## src/rtl/wtbms_pkg.sv

```systemverilog
package wtbms_pkg;

    // Default table depths for the top-level parameters.
    localparam int unsigned DEF_TAG_SLOTS   = 1024;
    localparam int unsigned DEF_ASSET_SLOTS = 1024;
    localparam int unsigned DEF_TYPE_SLOTS  = 64;
    localparam int unsigned DEF_TAG_KINDS   = 16;

    localparam int unsigned SPAN_W  = 11;
    localparam int unsigned VALUE_W = 32;
    localparam int unsigned KIND_W  = 4;
    localparam int unsigned SUM_W   = 48;
    localparam int unsigned DIST_W  = 35;
    localparam int unsigned DHI_W   = DIST_W - 16;
    localparam int unsigned PROD_W  = VALUE_W + DHI_W;

    // Command codes.
    localparam logic [2:0] CMD_LOAD_TAG   = 3'd0;
    localparam logic [2:0] CMD_LOAD_ASSET = 3'd1;
    localparam logic [2:0] CMD_LOAD_TYPE  = 3'd2;
    localparam logic [2:0] CMD_SET_KIND   = 3'd3;
    localparam logic [2:0] CMD_QUERY      = 3'd4;

    typedef struct packed {
        logic [2:0]               command;
        logic [9:0]               slot;
        logic [KIND_W-1:0]        tag_kind;
        logic signed [VALUE_W-1:0] value;
        logic [VALUE_W-1:0]       weight;
        logic [VALUE_W-1:0]       wrap_period;
        logic [SPAN_W-1:0]        span_first;
        logic [SPAN_W-1:0]        span_end;
        logic [5:0]               query_type;
    } wtbms_in_t;

    typedef struct packed {
        logic [9:0]       best_asset;
        logic [SUM_W-1:0] best_distance;
        logic             found;
    } wtbms_out_t;

    // One entry of the per-kind table.
    typedef struct packed {
        logic signed [VALUE_W-1:0] match;
        logic [VALUE_W-1:0]        weight;
        logic [VALUE_W-1:0]        period;
    } kind_entry_t;

    // Step strobes from the sequencer to the term unit.
    typedef struct packed {
        logic load;
        logic min_dist;
        logic mul_hi;
        logic mul_lo;
        logic fin;
    } term_ctrl_t;

    // Clips a span end to the depth of the table it indexes.
    function automatic logic [SPAN_W-1:0] clip_end(input logic [SPAN_W-1:0] span_end,
                                                   input int unsigned depth);
        if (32'(span_end) > depth)
            return SPAN_W'(depth);
        return span_end;
    endfunction

endpackage

```

## src/rtl/wtbms_term_unit.sv

```systemverilog
module wtbms_term_unit (
    input  logic                                      clk,
    input  wtbms_pkg::term_ctrl_t                     ctrl,
    input  wtbms_pkg::kind_entry_t                    kind,
    input  logic                                      kind_ok,
    input  logic signed [wtbms_pkg::VALUE_W-1:0]      tag_value,
    output logic [wtbms_pkg::SUM_W-1:0]               term
);
    import wtbms_pkg::*;

    logic signed [DIST_W-1:0]  diff0_reg;
    logic signed [DIST_W-1:0]  alt_reg;
    logic signed [DIST_W-1:0]  b_reg;
    logic [VALUE_W-1:0]        w_reg;
    logic [DIST_W-1:0]         d_reg;
    logic [PROD_W-1:0]         mul_reg;
    logic [PROD_W-1:0]         hi_reg;
    logic [SUM_W-1:0]          term_reg;

    logic signed [DIST_W-1:0]  a_ext;
    logic signed [DIST_W-1:0]  b_ext;
    logic signed [DIST_W-1:0]  p_ext;
    logic signed [DIST_W-1:0]  diff1;
    logic [DIST_W-1:0]         abs0;
    logic [DIST_W-1:0]         abs1;
    logic [DHI_W-1:0]          mul_b;
    logic [PROD_W-1:0]         mul_out;
    logic [PROD_W:0]           total;

    assign a_ext = DIST_W'(kind.match);
    assign b_ext = DIST_W'(tag_value);
    assign p_ext = $signed({3'b000, kind.period});

    assign diff1 = alt_reg - b_reg;
    assign abs0  = diff0_reg[DIST_W-1] ? DIST_W'(-diff0_reg) : DIST_W'(diff0_reg);
    assign abs1  = diff1[DIST_W-1] ? DIST_W'(-diff1) : DIST_W'(diff1);

    // The one multiplier takes the high distance bits first, then the low 16.
    assign mul_b   = ctrl.mul_lo ? DHI_W'(d_reg[15:0]) : d_reg[DIST_W-1:16];
    assign mul_out = PROD_W'(w_reg) * PROD_W'(mul_b);

    assign total = {1'b0, hi_reg} + (PROD_W + 1)'(mul_reg[PROD_W-1:16]);

    always_ff @(posedge clk)
    begin
        if (ctrl.load)
        begin
            diff0_reg <= a_ext - b_ext;
            alt_reg   <= kind.match[VALUE_W-1] ? (a_ext + p_ext) : (a_ext - p_ext);
            b_reg     <= b_ext;
            w_reg     <= kind_ok ? kind.weight : '0;
        end
        if (ctrl.min_dist)
            d_reg <= (abs0 < abs1) ? abs0 : abs1;
        if (ctrl.mul_hi)
            mul_reg <= mul_out;
        if (ctrl.mul_lo)
        begin
            hi_reg  <= mul_reg;
            mul_reg <= mul_out;
        end
        if (ctrl.fin)
            term_reg <= (|total[PROD_W:SUM_W]) ? '1 : total[SUM_W-1:0];
    end

    assign term = term_reg;

endmodule

```

## config.mk

```make
export PLATFORM = sky130hd
export DESIGN_NAME = wtbms_term_unit
export DESIGN_NICKNAME = d
export VERILOG_FILES = /design/src/rtl/wtbms_pkg.sv /design/src/rtl/wtbms_term_unit.sv
export SDC_FILE = /design/constraint.sdc
export NUM_CORES = 2
export LEC_CHECK = 0
export ABC_AREA = 1
export BUFFER_PORTS_ARGS = -buffer_cell sky130_fd_sc_hd__buf_2
export CAP_MARGIN = 20
export CELL_PAD_IN_SITES_DETAIL_PLACEMENT = 0
export CELL_PAD_IN_SITES_GLOBAL_PLACEMENT = 1
export CORE_ASPECT_RATIO = 0.75
export CORE_MARGIN = 2
export CORE_UTILIZATION = 41
export DETAILED_ROUTE_END_ITERATION = 8
export PLACE_DENSITY = 0.69
export SYNTH_ARGS = -nofsm -noshare
export SYNTH_HDL_FRONTEND = slang
export SYNTH_SLANG_ARGS = --single-unit
```

## constraint.sdc

```tcl
create_clock -name clk -period 8.6 [get_ports clk]
set_input_delay 0 -clock clk [delete_from_list [all_inputs] [get_ports clk]]
set_output_delay 0 -clock clk [all_outputs]
set_load 0.05 [all_outputs]
```

==> metrics.yaml <==
status:
  status: "finished clean"
synthesis:
  synth_compound_area_frac: 0.0661
  yosysWarnings: 0
  yosysSeqAreaShare: 0.225
  syn_inst: 5323
  synth_area_mm2: 0.0422
  synthAdderAreaFrac: 0.333
  synth_top_family_by_area: "adder cells"
  syn_area_per_cell_um2: 7.94
  ys.flop_type: "edfxtp_1"
  synth-async-reset-ratio: 0
  synthXorXnorAreaFrac: 0.0487
  synth_cell_type_count: 61
  synth_seq_cells: 316
  synth_edf_count: 316
  synth_simple_gate_area_frac: 0.209
  synthMuxAreaShare: 0
setup_path:
  arrival_ns: 8.17
  rr_startpoint: "w_reg[15]$_SDFFCE_PN0P_"
  cp-startpoint: "w_reg[15]$_SDFFCE_PN0P_"
  critPathKind: "flop to flop"
  critPathCaptureType: "flop"
  worstPathMaxFanout: 11
  rr_worst_depth: 22
  r2r_slack_ns: 0.78
  r2r_end: "mul_reg[38]$_DFFE_PP_"
  start_kind: "flop"
  cp_data_required_time_ns: 8.95
sta:
  slew_violations: 0
  min_period_ns: 7.82
  finalSetupViolations: 0
  tns_ns: 0
  worst-slew-pin-transition_ns: 0.929
  max_freq_ghz: 0.128
  period_share: 0.909
  rsz0062_at_grt: "no"
  fin_skew_ns: 0.0397
  slew_headroom: 0.375
  hold_viol: 0
route:
  drc: 0
  drt_iter0_drc: 3501
  ant_nets: 0
  vias: 35700
  wl_per_cell_um: 21.2
  via_per_inst: 5.13
  drt_wl_total_um: 148000
  first_pass_iters: 6
clock_tree:
  clkSinkCount: 316
  cts_tree: "done"
  hold_buffers: 96
  cts_resized: 0
  clk_pin_slew_ns: 0.06
  post-cts-setup-buffers: 0
  cts_buffer_depth: 3
  insertion_delay_ns: 0.61
  ctsHtreeMaxLevel: 2
  ctsRootBufferMaster: "clkbuf_16"
  cts_buffers: 40
die:
  initial_core_util: 0.415
  die_area_mm2: 0.106
  io_pins: 183
  die_w_um: 375
  core_area_mm2: 0.102
  die_y_um: 282
  floorplan.rows: 101
cells_and_area:
  diodes: 0
  fillers: 10300
  multi_input_area_mm2: 0.0278
  final_common_cell: "inv_1"
  drive_gt1_frac: 0.0710
  finalInstanceArea_mm2: 0.0471
  layout.nets: 6545
  area_delta_synth_final_pct: 11.6
  regArea_mm2: 0.00949
  mostFrequentLayoutCells: "inv_1 (1162), nand2_1 (1129), nor2_1 (641), fa_1 (513), edfxtp_1 (316)"
placement:
  place_area_mm2: 0.0448
  detailed_place_hpwl_um: 124000
  gp_congestion: 0.951
  port_buffers: 182
hold_path:
  hold_class: "primary input to flop"
  hp-start: "kind[93]"
  hold_depth: 3
  min_to: "alt_reg[29]$_DFFE_PP_"
flow_run:
  cap_violations: 0
grt:
  grt_max_degree: 70
  grt_pass1_wl_um: 223000
  grt_overflow: 0
  antenna_found_initial: 2
  grt_usage: 0.282
  grt_pass1_vias: 35100
-- Yosys cell counts (29+ instances only) --
cell type  count  share of area
a21oi_1      231          0.027
o21ai_0      108          0.013
inv_1       1162           0.10
or2_2         33         0.0049
fa_1         513           0.24
xor2_1       148          0.031
clkbuf_1      92         0.0082
edfxtp_1     316           0.22
ha_1         305          0.090
nand3_1      177          0.021
a31oi_1       53         0.0078
nand4_1       44         0.0065
nor2_1       641          0.057
o21ai_1       29         0.0034
nand2_1     1129           0.10
xnor2_1       78          0.016
nor3_1        40         0.0047
-- worst max-delay path by stage --
stage,to,cells after the start
after global routing,mul_reg[38]$_DFFE_PP_,22
after CTS,mul_reg[38]$_DFFE_PP_,22
after detailed placement,mul_reg[38]$_DFFE_PP_,25
after floorplan,mul_reg[36]$_DFFE_PP_,26
after global placement,mul_reg[38]$_DFFE_PP_,25
final,mul_reg[38]$_DFFE_PP_,22
-- worst max-delay path, stage by stage (launching register included) --
cell	delay [ns]
edfxtp_1	0.82
clkinv_1	0.81
nor2_1	0.36
fa_1	0.45
inv_1	0.10
fa_1	0.42
fa_1	0.51
inv_1	0.05
fa_1	0.47
fa_1	0.54
inv_1	0.05
fa_1	0.72
inv_1	0.09
ha_1	0.43
nand2_1	0.12
nor2_1	0.16
inv_1	0.09
nor2_1	0.27
o21ai_0	0.20
o211ai_1	0.20
o21bai_1	0.23
a21oi_1	0.13
xnor2_1	0.35
-- per-stage QoR --
| stage | utilization | hold slack [ns] | cells | worst slack (ns) |
|---|---|---|---|---|
| after floorplan | - | 0.0989 | 5324 | 2.38 |
| after global placement | 0.441 | 0.193 | 6790 | 0.918 |
| after detailed placement | 0.441 | 0.194 | 6790 | 0.967 |
| after CTS | 0.463 | 0.00785 | 6958 | 1.12 |
| after global routing | 0.463 | 0.0301 | 6961 | 0.606 |
| final | 0.463 | 0.0199 | 6961 | 0.779 |
-- area by class of cell --
type,instances,share of cell area
Multi-Input combinational cell,3699,0.590
Sequential cell,316,0.201
Inverter,1194,0.0951
Clock inverter,26,0.00579
Tap cell,1339,0.0355
Timing Repair Buffer,341,0.0504
Clock buffer,46,0.0222
-- routing by layer --
layer	up-vias	global-route usage	wire, um
met1	17100	0.437	72100
met2	1534	0.384	56500
met4	4	0.0401	2000
met3	135	0.0908	17100
li1	16900	-	-
met5	-	0	22
-- kinds of logic (layout without fill, tap and decap cells) --
| logic type | Yosys count | in the layout |
|---|---|---|
| and+or+nand+nor | 2150 | 2150 |
| buffers and inverters | 1309 | 1607 |
| adders and majority gates | 818 | 818 |
| AOI/OAI and AO/OA | 499 | 499 |
| DFF | 316 | 316 |
| xor gates and xnor gates | 230 | 230 |
| other | 1 | 2 |
Power is not shown: default switching activity piles up to over one toggle a cycle in this logic, so the estimate is an artifact.
